## config.mk

```make
export PLATFORM = sky130hd
export DESIGN_NAME = bit_crusher
export DESIGN_NICKNAME = d
export VERILOG_FILES = /design/src/rtl/bc_pkg.sv /design/src/rtl/bit_crusher.sv /design/src/rtl/bc_hold.sv /design/src/rtl/bc_mix.sv
export SDC_FILE = /design/constraint.sdc
export NUM_CORES = 2
export LEC_CHECK = 0
export BUFFER_PORTS_ARGS = -buffer_cell sky130_fd_sc_hd__buf_2
export CORE_MARGIN = 4
export CORE_UTILIZATION = 40
export CTS_CLUSTER_DIAMETER = 60
export DETAILED_ROUTE_END_ITERATION = 10
export PLACE_DENSITY = 0.52
export SYNTH_ARGS = -nofsm -noshare
export SYNTH_HDL_FRONTEND = slang
export SYNTH_SLANG_ARGS = --single-unit
```

## constraint.sdc

```tcl
create_clock -name aclk -period 11.3 [get_ports aclk]
set_input_delay 0.565 -clock aclk [delete_from_list [all_inputs] [get_ports aclk]]
set_output_delay 0.565 -clock aclk [all_outputs]
set_load 0.01 [all_outputs]
```

## src/rtl/bc_pkg.sv

```systemverilog
// ============================================================================
// bc_pkg: shared types and constants of the bit crusher
// Register indexes, configuration field widths and the control bundle that
// carries the quantizer and rate-reduction settings to the hold stage.
// ============================================================================
package bc_pkg;

    // Configuration register field widths.
    localparam int QUANT_BITS_W = 5;
    localparam int DOWNSAMPLE_W = 5;
    localparam int WET_MIX_W    = 17;
    localparam int CFG_IDX_W    = 2;

    // Unity gain of the wet mix in unsigned Q1.16.
    localparam logic [WET_MIX_W-1:0] MIX_UNITY = 17'd65536;

    // Reset values of the configuration registers.
    localparam logic [QUANT_BITS_W-1:0] QUANT_BITS_RST = 5'd16;
    localparam logic [DOWNSAMPLE_W-1:0] DOWNSAMPLE_RST = 5'd1;

    // Configuration register indexes.
    typedef enum logic [CFG_IDX_W-1:0] {
        REG_QUANT_BITS = 2'd0,
        REG_DOWNSAMPLE = 2'd1,
        REG_WET_MIX    = 2'd2
    } cfg_reg_t;

    // Settings used by the sample-and-hold stage.
    typedef struct packed {
        logic [QUANT_BITS_W-1:0] quant_bits;
        logic [DOWNSAMPLE_W-1:0] downsample_factor;
    } hold_cfg_t;

endpackage

```

## src/rtl/bit_crusher.sv

```systemverilog
// ============================================================================
// bit_crusher: stereo bitcrusher with dry/wet mix
// Sample-and-hold rate reduction and rounding quantizer per channel, mixed
// with the dry signal in fixed point.
// ============================================================================
//
//  Channel   Direction  Ports                        Contents
//  s_        in         s_tvalid s_tready s_tdata    sample_in, chan in s_tuser
//  m_        out        m_tvalid m_tready m_tdata    sample_out
//  cfg_      in         cfg_wr_en cfg_addr cfg_wdata register writes
//
//  One transaction is accepted per cycle while s_tready is high; each result
//  passes from its input transaction through the input register, the hold
//  stage, the multiplier stage and the output register.
//  Every stage holds its data while the next one is full, so the block keeps
//  accepting until all four stages are occupied.
//  Reset is synchronous, active low; it empties the pipeline, clears both
//  channels' counters and held samples, and loads the register defaults.
//
module bit_crusher #(
    parameter int SAMPLE_WIDTH   = 24,
    parameter int MAX_DOWNSAMPLE = 16
) (
    input  logic                                   aclk,
    input  logic                                   aresetn,
    // Input stream
    input  logic                                   s_tvalid,
    output logic                                   s_tready,
    input  logic [((SAMPLE_WIDTH+7)/8)*8-1:0]      s_tdata,  // sample_in
    input  logic                                   s_tuser,  // chan
    // Result stream
    output logic                                   m_tvalid,
    input  logic                                   m_tready,
    output logic [((SAMPLE_WIDTH+7)/8)*8-1:0]      m_tdata,  // sample_out
    // Configuration writes
    input  logic                                   cfg_wr_en,
    input  logic [bc_pkg::CFG_IDX_W-1:0]           cfg_addr,
    input  logic [bc_pkg::WET_MIX_W-1:0]           cfg_wdata
);
    import bc_pkg::*;

    localparam int SW     = SAMPLE_WIDTH;
    localparam int DATA_W = ((SAMPLE_WIDTH + 7) / 8) * 8;

    logic [QUANT_BITS_W-1:0] quant_bits_reg;
    logic [DOWNSAMPLE_W-1:0] downsample_reg;
    logic [WET_MIX_W-1:0]    wet_mix_reg;

    logic                    in_valid_reg;
    logic signed [SW-1:0]    in_sample_reg;
    logic                    in_chan_reg;

    hold_cfg_t               hold_cfg;
    logic                    hold_in_ready;
    logic                    hold_valid;
    logic                    mix_in_ready;
    logic signed [SW-1:0]    hold_dry;
    logic signed [SW-1:0]    hold_held;
    logic signed [SW-1:0]    mix_out;

    // Configuration registers.
    always_ff @(posedge aclk) begin
        if (!aresetn) begin
            quant_bits_reg <= QUANT_BITS_RST;
            downsample_reg <= DOWNSAMPLE_RST;
            wet_mix_reg    <= MIX_UNITY;
        end else if (cfg_wr_en) begin
            unique case (cfg_addr)
                REG_QUANT_BITS: quant_bits_reg <= cfg_wdata[QUANT_BITS_W-1:0];
                REG_DOWNSAMPLE: downsample_reg <= cfg_wdata[DOWNSAMPLE_W-1:0];
                REG_WET_MIX:    wet_mix_reg    <= cfg_wdata;
                default: begin
                end
            endcase
        end
    end

    // Input register.
    assign s_tready = !in_valid_reg || hold_in_ready;

    always_ff @(posedge aclk) begin
        if (!aresetn) begin
            in_valid_reg <= 1'b0;
        end else if (s_tready) begin
            in_valid_reg <= s_tvalid;
        end
    end

    always_ff @(posedge aclk) begin
        if (s_tvalid && s_tready) begin
            in_sample_reg <= s_tdata[SW-1:0];
            in_chan_reg   <= s_tuser;
        end
    end

    assign hold_cfg.quant_bits        = quant_bits_reg;
    assign hold_cfg.downsample_factor = downsample_reg;

    // Per-channel sample-and-hold stage.
    bc_hold #(
        .SAMPLE_WIDTH   (SAMPLE_WIDTH),
        .MAX_DOWNSAMPLE (MAX_DOWNSAMPLE)
    ) u_hold (
        .aclk      (aclk),
        .aresetn   (aresetn),
        .cfg       (hold_cfg),
        .in_valid  (in_valid_reg),
        .in_ready  (hold_in_ready),
        .in_dry    (in_sample_reg),
        .in_chan   (in_chan_reg),
        .out_valid (hold_valid),
        .out_ready (mix_in_ready),
        .out_dry   (hold_dry),
        .out_held  (hold_held)
    );

    // Dry/wet mixer stages.
    bc_mix #(
        .SAMPLE_WIDTH (SAMPLE_WIDTH)
    ) u_mix (
        .aclk       (aclk),
        .aresetn    (aresetn),
        .wet_mix    (wet_mix_reg),
        .in_valid   (hold_valid),
        .in_ready   (mix_in_ready),
        .in_dry     (hold_dry),
        .in_held    (hold_held),
        .out_valid  (m_tvalid),
        .out_ready  (m_tready),
        .out_sample (mix_out)
    );

    assign m_tdata = DATA_W'(unsigned'(mix_out));

endmodule

```

## src/rtl/bc_hold.sv

```systemverilog
// ============================================================================
// bc_hold: per-channel sample-and-hold with quantizer
// Keeps a tick counter and a held sample for each channel, takes a new
// rounded sample when the counter reaches the downsample factor, and
// registers the dry and held samples for the mix stage.
// ============================================================================
module bc_hold #(
    parameter int SAMPLE_WIDTH   = 24,
    parameter int MAX_DOWNSAMPLE = 16
) (
    input  logic                          aclk,
    input  logic                          aresetn,
    input  bc_pkg::hold_cfg_t             cfg,
    input  logic                          in_valid,
    output logic                          in_ready,
    input  logic signed [SAMPLE_WIDTH-1:0] in_dry,
    input  logic                          in_chan,
    output logic                          out_valid,
    input  logic                          out_ready,
    output logic signed [SAMPLE_WIDTH-1:0] out_dry,
    output logic signed [SAMPLE_WIDTH-1:0] out_held
);
    import bc_pkg::*;

    localparam int SW      = SAMPLE_WIDTH;
    localparam int FAC_MAX = (MAX_DOWNSAMPLE < 31) ? MAX_DOWNSAMPLE : 31;
    localparam int CNT_W   = $clog2(FAC_MAX + 1);
    localparam int SH_W    = $clog2(SAMPLE_WIDTH);

    logic [CNT_W-1:0]       tick_reg [2];
    logic signed [SW-1:0]   held_reg [2];
    logic                   valid_reg;
    logic signed [SW-1:0]   dry_reg;
    logic signed [SW-1:0]   held_out_reg;

    logic                   advance;
    logic [CNT_W-1:0]       fac;
    logic [CNT_W:0]         tick_inc;
    logic [CNT_W-1:0]       tick_next;
    logic                   take;
    logic                   bypass;
    logic [SH_W-1:0]        sh;
    logic signed [SW-1:0]   quant_val;
    logic signed [SW-1:0]   held_next;

    assign in_ready  = !valid_reg || out_ready;
    assign advance   = in_valid && in_ready;
    assign out_valid = valid_reg;
    assign out_dry   = dry_reg;
    assign out_held  = held_out_reg;

    // Effective factor: zero acts as one, large values saturate.
    always_comb begin
        if (cfg.downsample_factor == '0) begin
            fac = CNT_W'(1);
        end else if (int'(cfg.downsample_factor) > FAC_MAX) begin
            fac = CNT_W'(FAC_MAX);
        end else begin
            fac = CNT_W'(cfg.downsample_factor);
        end
    end

    // Tick counter update for the selected channel.
    always_comb begin
        tick_inc = {1'b0, tick_reg[in_chan]} + (CNT_W+1)'(1);
        take     = tick_inc >= {1'b0, fac};
        if (take) begin
            tick_next = CNT_W'(tick_inc - {1'b0, fac});
        end else begin
            tick_next = tick_inc[CNT_W-1:0];
        end
    end

    // Round half up to the kept fractional bits, saturating at the top code; SW-1 or more bits bypass.
    always_comb begin
        logic [SW:0]        stepv;
        logic signed [SW:0] xw;
        logic signed [SW:0] r;
        logic signed [SW:0] top;
        bypass = int'(cfg.quant_bits) >= SW - 1;
        sh     = SH_W'(SW - 1) - cfg.quant_bits[SH_W-1:0];
        stepv  = (SW+1)'(1) << sh;
        xw     = {in_dry[SW-1], in_dry};
        r      = xw + signed'(stepv >> 1);
        r      = r & signed'(~(stepv - (SW+1)'(1)));
        top    = signed'((SW+1)'(1) << (SW - 1)) - signed'(stepv);
        if (r > top) begin
            r = top;
        end
        if (bypass) begin
            quant_val = in_dry;
        end else begin
            quant_val = r[SW-1:0];
        end
    end

    assign held_next = take ? quant_val : held_reg[in_chan];

    // Channel state.
    always_ff @(posedge aclk) begin
        if (!aresetn) begin
            tick_reg[0] <= '0;
            tick_reg[1] <= '0;
            held_reg[0] <= '0;
            held_reg[1] <= '0;
        end else if (advance) begin
            tick_reg[in_chan] <= tick_next;
            held_reg[in_chan] <= held_next;
        end
    end

    // Stage valid flag.
    always_ff @(posedge aclk) begin
        if (!aresetn) begin
            valid_reg <= 1'b0;
        end else if (in_ready) begin
            valid_reg <= in_valid;
        end
    end

    // Stage payload.
    always_ff @(posedge aclk) begin
        if (advance) begin
            dry_reg      <= in_dry;
            held_out_reg <= held_next;
        end
    end

endmodule

```

## src/rtl/bc_mix.sv

```systemverilog
// ============================================================================
// bc_mix: dry/wet mixer
// Weights the dry and held samples by the wet mix in one stage of
// multipliers, then adds, rounds and scales into the output register.
// ============================================================================
module bc_mix #(
    parameter int SAMPLE_WIDTH = 24
) (
    input  logic                                  aclk,
    input  logic                                  aresetn,
    input  logic [bc_pkg::WET_MIX_W-1:0]          wet_mix,
    input  logic                                  in_valid,
    output logic                                  in_ready,
    input  logic signed [SAMPLE_WIDTH-1:0]        in_dry,
    input  logic signed [SAMPLE_WIDTH-1:0]        in_held,
    output logic                                  out_valid,
    input  logic                                  out_ready,
    output logic signed [SAMPLE_WIDTH-1:0]        out_sample
);
    import bc_pkg::*;

    localparam int SW    = SAMPLE_WIDTH;
    localparam int PW    = SW + WET_MIX_W + 1;
    localparam int SUM_W = PW + 1;

    logic                   prod_valid_reg;
    logic signed [PW-1:0]   prod_dry_reg;
    logic signed [PW-1:0]   prod_wet_reg;
    logic                   out_valid_reg;
    logic signed [SW-1:0]   out_reg;

    logic                   prod_ready;
    logic [WET_MIX_W-1:0]   mix_sat;
    logic [WET_MIX_W-1:0]   dry_gain;
    logic signed [SUM_W-1:0] sum;

    assign prod_ready = !out_valid_reg || out_ready;
    assign in_ready   = !prod_valid_reg || prod_ready;
    assign out_valid  = out_valid_reg;
    assign out_sample = out_reg;

    // Mix weights, saturated at unity.
    assign mix_sat  = (wet_mix > MIX_UNITY) ? MIX_UNITY : wet_mix;
    assign dry_gain = MIX_UNITY - mix_sat;

    // Sum with rounding offset; the output takes bits above the Q1.16 point.
    assign sum = SUM_W'(prod_dry_reg) + SUM_W'(prod_wet_reg) + SUM_W'(32768);

    // Stage valid flags.
    always_ff @(posedge aclk) begin
        if (!aresetn) begin
            prod_valid_reg <= 1'b0;
            out_valid_reg  <= 1'b0;
        end else begin
            if (in_ready) begin
                prod_valid_reg <= in_valid;
            end
            if (prod_ready) begin
                out_valid_reg <= prod_valid_reg;
            end
        end
    end

    // Multiplier stage.
    always_ff @(posedge aclk) begin
        if (in_valid && in_ready) begin
            prod_dry_reg <= PW'(in_dry * signed'({1'b0, dry_gain}));
            prod_wet_reg <= PW'(in_held * signed'({1'b0, mix_sat}));
        end
    end

    // Output register.
    always_ff @(posedge aclk) begin
        if (prod_valid_reg && prod_ready) begin
            out_reg <= sum[SW+15:16];
        end
    end

endmodule

```

After elaboration in Yosys (flattened, before gate mapping)
Memories as Yosys holds them, arrays and structs flattened. A register that Yosys moved wholly into a read port is not among the register bits.
Index checks and enable logic that the tools add are counted.
{"block": "totals", "ff_bits": 208, "ramBits": 58, "inputBits": 49, "output_inout_bits": 26, "wordCells": 75, "n_memories": 2}
{"block": "classes", "addsub": 9, "n_mul": 2, "magnitude_cmp": 5, "eq_ne": 2, "n_shift": 1, "muxes": 19, "bitwise": 2, "reduce_logical": 19}
{"name": "u_hold.held_reg", "words": 2, "width": 24, "read_ports": 1, "rd_clocked_by_memory_dff": 1, "write_ports": 2, "line_no": "bc_hold.sv:31", "rtl": "logic signed [SW-1:0] held_reg [2];"}
{"name": "u_hold.tick_reg", "words": 2, "width": 5, "read_ports": 1, "rd_clocked_by_memory_dff": 1, "write_ports": 2, "line_no": "bc_hold.sv:30", "rtl": "logic [CNT_W-1:0] tick_reg [2];"}
{"cell": "$mux 24", "count": 4}
{"cell": "$mul 24x18->40", "count": 2}
{"cell": "$add 40x17->40 const B", "count": 1}
{"cell": "$add 40x40->40", "count": 1}
{"cell": "$add 24x25->25", "count": 1}
{"cell": "$and 25x25->25", "count": 1}
{"cell": "$gt 25x25->1", "count": 1}
{"cell": "$not 25->25", "count": 1}
{"cell": "$shl 1x5->25 const A", "count": 1}
{"cell": "$sub 25x1->25 const B", "count": 1}
{"cell": "$sub 25x25->25 const A", "count": 1}
{"cell": "$reduce_or 24->1", "count": 1}
{"cell": "$mux 5", "count": 4}
{"cell": "$gt 17x17->1 const B", "count": 1}
{"cell": "$mux 17", "count": 1}
{"cell": "$sub 17x17->17 const A", "count": 1}
{"cell": "$mux 1", "count": 10}
{"cell": "$add 5x1->6 const B", "count": 1}
{"cell": "$ge 6x5->1", "count": 1}
{"cell": "$reduce_and 2->1", "count": 3}
{"cell": "$ge 5x5->1 const B", "count": 1}
{"cell": "$gt 5x5->1 const B", "count": 1}
{"cell": "$logic_not 5->1", "count": 1}
{"cell": "$reduce_or 5->1", "count": 1}
{"cell": "other kinds (8)", "count": 17}

Longest topological paths before layout
{"block": "logic_depth", "ltp_word": 10, "mapped_depth": 38, "ltp_nobuf": 34}

By module
A second synthesis with hierarchy kept.
{"block": "unflattened", "hier_cells": 4661, "hier_area_um2": 43528.0}
{"module": "bc_mix", "n_inst": 1, "cells_per_inst": 3715, "area_per_inst_um2": 34125.2, "seq_area_each_um2": 3163.0}
{"module": "bc_hold", "n_inst": 1, "cells_per_inst": 806, "area_per_inst_um2": 7557.2, "seq_area_each_um2": 3203.1}
{"module": "bit_crusher", "n_inst": 1, "cells_per_inst": 140, "area_per_inst_um2": 1845.5, "seq_area_each_um2": 1311.3}

Least setup slack after synthesis
No wires, ideal clock.
{"block": "synth_path", "path_kind": "flip-flop to flip-flop", "start": "reg wet_mix_reg[11]", "end": "reg u_mix.prod_dry_reg[25], data pin", "setup_ns": 0.259, "t_arrival_ns": 8.048, "required_ns": 11.041, "path_slack_ns": 2.993, "path_stages_with_launch": 35, "path_buffers": 3, "synth_period_minus_slack_ns": 8.307, "cell_sequence": "dfxtp_1 -> or4_1 -> nor2_1 -> nand2_1 -> o21ai_4 -> clkbuf_1 -> and2_0 -> buf_2 -> inv_1 -> ha_1 -> o21ai_0 -> nor2_1 -> xnor2_1 -> clkbuf_1 -> and2_1 -> fa_1 -> inv_1 -> fa_1 -> fa_1 -> fa_1 -> inv_1 -> fa_1 -> inv_1 -> fa_1 -> inv_1 -> ha_1 -> a21o_1 -> a21o_1 -> a2111oi_0 -> a21oi_1 -> a311o_1 -> a21oi_1 -> o21bai_1 -> a21oi_1 -> xnor2_1"}
{"block": "synth_via", "elab_chain_cells": 4}
{"element": "start, declared", "line_no": "bit_crusher.sv:47", "rtl": "logic [WET_MIX_W-1:0] wet_mix_reg;"}
{"element": "start signal, assigned", "line_no": "bit_crusher.sv:71", "rtl": "REG_WET_MIX: wet_mix_reg <= cfg_wdata;"}
{"element": "$gt 17x17->1", "line_no": "bc_mix.sv:43", "rtl": "assign mix_sat = (wet_mix > MIX_UNITY) ? MIX_UNITY : wet_mix;"}
{"element": "$mux 17 (*)", "line_no": "bc_mix.sv:43"}
{"element": "$sub 17x17->17 (*)", "line_no": "bc_mix.sv:44", "rtl": "assign dry_gain = MIX_UNITY - mix_sat;"}
{"element": "$mul 24x18->40 (*)", "line_no": "bc_mix.sv:67", "rtl": "prod_dry_reg <= PW'(in_dry * signed'({1'b0, dry_gain}));"}
{"element": "end signal, assigned", "line_no": "bc_mix.sv:67"}
{"element": "end, declared", "line_no": "bc_mix.sv:27", "rtl": "logic signed [PW-1:0] prod_dry_reg;"}
Every way passes the cells marked *; elsewhere a longest branch is shown, timed or not.
A chain may end at the register's enable or synchronous reset.

Worst setup path after layout
{"block": "layout_path", "start": "reg wet_mix_reg[2]", "end": "reg u_mix.prod_dry_reg[39], data pin"}
The elaborated chain is that of the path after synthesis.

==> results.json <==
{
  "status": "complete, no violations",
  "hold_path_class": "in2reg",
  "synth_cells": 4634,
  "clock_skew_ns": 0.0355,
  "p_leak_nw": 22.5,
  "synth_enable_flop_cells": 235,
  "cp_slowest_stage_delay_ns": 0.58,
  "ir_drop_mv": 0.101,
  "dp_hpwl_um": 97800,
  "period_share_pct": 81.5,
  "synth_common_cells": "inv_1 (1,075), fa_1 (780), nand2_1 (667)",
  "grt_max_degree": 67,
  "place.gp.congestion": 0.878,
  "largest_reg_flops": 48,
  "grtUsageTotal_pct": 22.0,
  "drt.antenna.violating_nets": 0,
  "final_area_mm2": 0.0464,
  "grt_pass1_vias": 32500,
  "yosys.area.top_type": "fa_1",
  "hold_ws_ns": 0.166,
  "synth_seq_cells": 267,
  "finish.utilization_pct": 43.2,
  "min_period_ns": 9.21,
  "ioPinCount": 75,
  "drtIter0Drc": 1912,
  "start_util_pct": 40.4,
  "ctsResizeCount": 0,
  "cp_common_cell": "fa_1",
  "finalHoldViolations": 0,
  "wl_per_cell_um": 20.2,
  "grt_pass1_wl_um": 193000,
  "yosysUniqueCellTypes": 92,
  "ys.flop_type": "edfxtp_1",
  "nets": 5761,
  "path_max_fanout": 26,
  "vias_per_cell": 5.06,
  "area_growth_pct": 6.97,
  "postSynthAreaPerCell_um2": 9.36,
  "htreeDepth": 2,
  "finalSetupViolCount": 0,
  "cts.sinks": 267,
  "synth.net_count": 5792,
  "cap_viol_max_count": 0,
  "synth-async-reset-ratio_pct": 0,
  "cts_setup_buffers": 0,
  "io_buffers": 74,
  "syn_area_mm2": 0.0434,
  "clockBufferDepth": 3,
  "die_h_um": 337,
  "setup_tns_ns": 0,
  "synth.top_cell.area_share_pct": 36.0,
  "dieArea_mm2": 0.114,
  "ys_seq_area_share_pct": 17.8,
  "cp.required_ns": 11.59,
  "route.detailed.drc": 0,
  "slowest_stage": "fa_1",
  "rr_worst_depth": 32,
  "worst_pin_slew_ns": 1.20,
  "rows": 120,
  "root_buffer": "clkbuf_16",
  "end_kind": "register",
  "rsz0062_at_grt": "no",
  "synth.area.top_cells": "fa_1 (36%), edfxtp_1 (16%), ha_1 (9.5%), inv_1 (9.3%), nand2_1 (5.8%)",
  "cts_hold_buf": 0,
  "tritoncts": "yes",
  "crit_arrival_ns": 9.49,
  "hold_depth": 1,
  "report.final.slew_viol_count": 0,
  "powerDensity_mw_per_mm2": 118,
  "critPathLaunchType": "register",
  "drive_above_1_share_pct": 5.27,
  "overflow": 0,
  "die_w_um": 337,
  "yosys.cell_count.top_type": "inv_1",
  "routed_wl_um": 122000,
  "max_clock_freq_mhz": 109,
  "cts_inserted_buffers": 36,
  "place_area_mm2": 0.0452,
  "dp.cells": 5968,
  "maxSlewHeadroom_pct": 19.6,
  "clk_latency_ns": 0.57,
  "yosys_warnings": 0,
  "clkTransAtPathRegs_ns": 0.06,
  "crit_type": "reg2reg",
  "final_cells": 6034,
  "antenna_found_initial": 1,
  "core_area_mm2": 0.107,
  "vias": 30600,
  "dr.pass1.iters": 7
}
[cells in the final DEF, fill, tap and decap left out, drive strengths merged, types with 10 or more instances in the layout]
| cell type | Yosys | final |
|---|---|---|
| nand4 | 14 | 14 |
| and3 | 49 | 49 |
| nor2 | 188 | 188 |
| o21bai | 14 | 14 |
| nor2b | 33 | 33 |
| nand2b | 23 | 23 |
| edfxtp | 235 | 235 |
| o21ai | 86 | 86 |
| a21o | 41 | 41 |
| a211oi | 32 | 32 |
| clkinv | 2 | 12 |
| or3 | 10 | 10 |
| mux2i | 29 | 29 |
| dfxtp | 32 | 32 |
| a31oi | 12 | 12 |
| nand3 | 34 | 34 |
| mux2 | 11 | 11 |
| and2 | 261 | 261 |
| inv | 1075 | 1079 |
| o22ai | 12 | 12 |
| xnor2 | 110 | 110 |
| nor3 | 35 | 35 |
| fa | 780 | 780 |
| o211ai | 13 | 13 |
| a21oi | 122 | 122 |
| buf | 43 | 121 |
| xor2 | 40 | 40 |
| nand2 | 669 | 669 |
| ha | 329 | 329 |
| clkbuf | 147 | 45 |
| o21a | 24 | 24 |
| a21boi | 27 | 27 |
[cells by family (layout without fill, tap and decap cells)]
logic type                 after synthesis  after routing  share of synthesized area [%]
and+or+nand+nor                       1348           1348                           14.5
buffers and inverters                 1267           1263                           11.1
adders and majority gates             1109           1109                           45.5
AOI/OAI and AO/OA                      453            453                           7.06
DFF                                    267            267                           17.8
xor gates and xnor gates               150            150                           3.12
muxes                                   40             40                          0.955
other                                    0              1                              0
[final timing paths]
kind	from	end	slack (ns)
hold reg to reg	wet_mix_reg[16]$_SDFFE_PN1P_	wet_mix_reg[16]$_SDFFE_PN1P_	0.47
setup / recovery	wet_mix_reg[2]$_SDFFE_PN0P_	u_mix.prod_dry_reg[39]$_DFFE_PP_	2.09
hold / removal	s_tdata[7]	in_sample_reg[7]$_DFFE_PP_	0.17
setup reg to reg	wet_mix_reg[2]$_SDFFE_PN0P_	u_mix.prod_dry_reg[39]$_DFFE_PP_	2.09
[layer usage]
layer	track usage, %	wire (µm)	share of wire (%)	vias up
met1	31.5	57100	47	15600
met4	4.70	2720	2.2	2
met3	3.53	6840	5.6	129
met2	35.4	55300	45	759
met5	0	13	0.011	-
li1	-	-	-	14100
[worst max-delay path: cells and delay by family, from the launching register on]
kind | cells | cell delay, ns
xor gates and xnor gates | 2 | 0.21
AOI/OAI and AO/OA | 9 | 2.37
and+or+nand+nor | 8 | 1.71
adders and majority gates | 8 | 3.48
buffers and inverters | 5 | 0.77
DFF | 1 | 0.37
[layout make-up]
type | instances | area (µm²)
inverter | 1077 | 4040
fill | 10500 | 61000
multi-input combinational | 3100 | 31000
clock inverter | 20 | 248
tap | 1403 | 1760
clock buffer | 45 | 966
timing repair buffer | 121 | 723
antenna | 1 | 2.50
sequential | 267 | 7700
[per-stage QoR]
| step | power (W) | setup slack [ns] |
|---|---|---|
| floorplan | 0.00349 | 2.99 |
| global placement | 0.00435 | 2.38 |
| detailed placement | 0.00438 | 2.24 |
| CTS | 0.00557 | 2.19 |
| global route | 0.00598 | 1.58 |
| finish | 0.00548 | 2.09 |
[power by group]
group | switching, W | total, W | internal (W)
logic | 0.00174 | 0.00292 | 0.00117
clock network | 0.000472 | 0.00116 | 0.000689
registers | 0.000123 | 0.00140 | 0.00128
Note: power is estimated with default switching activity, not from simulation.
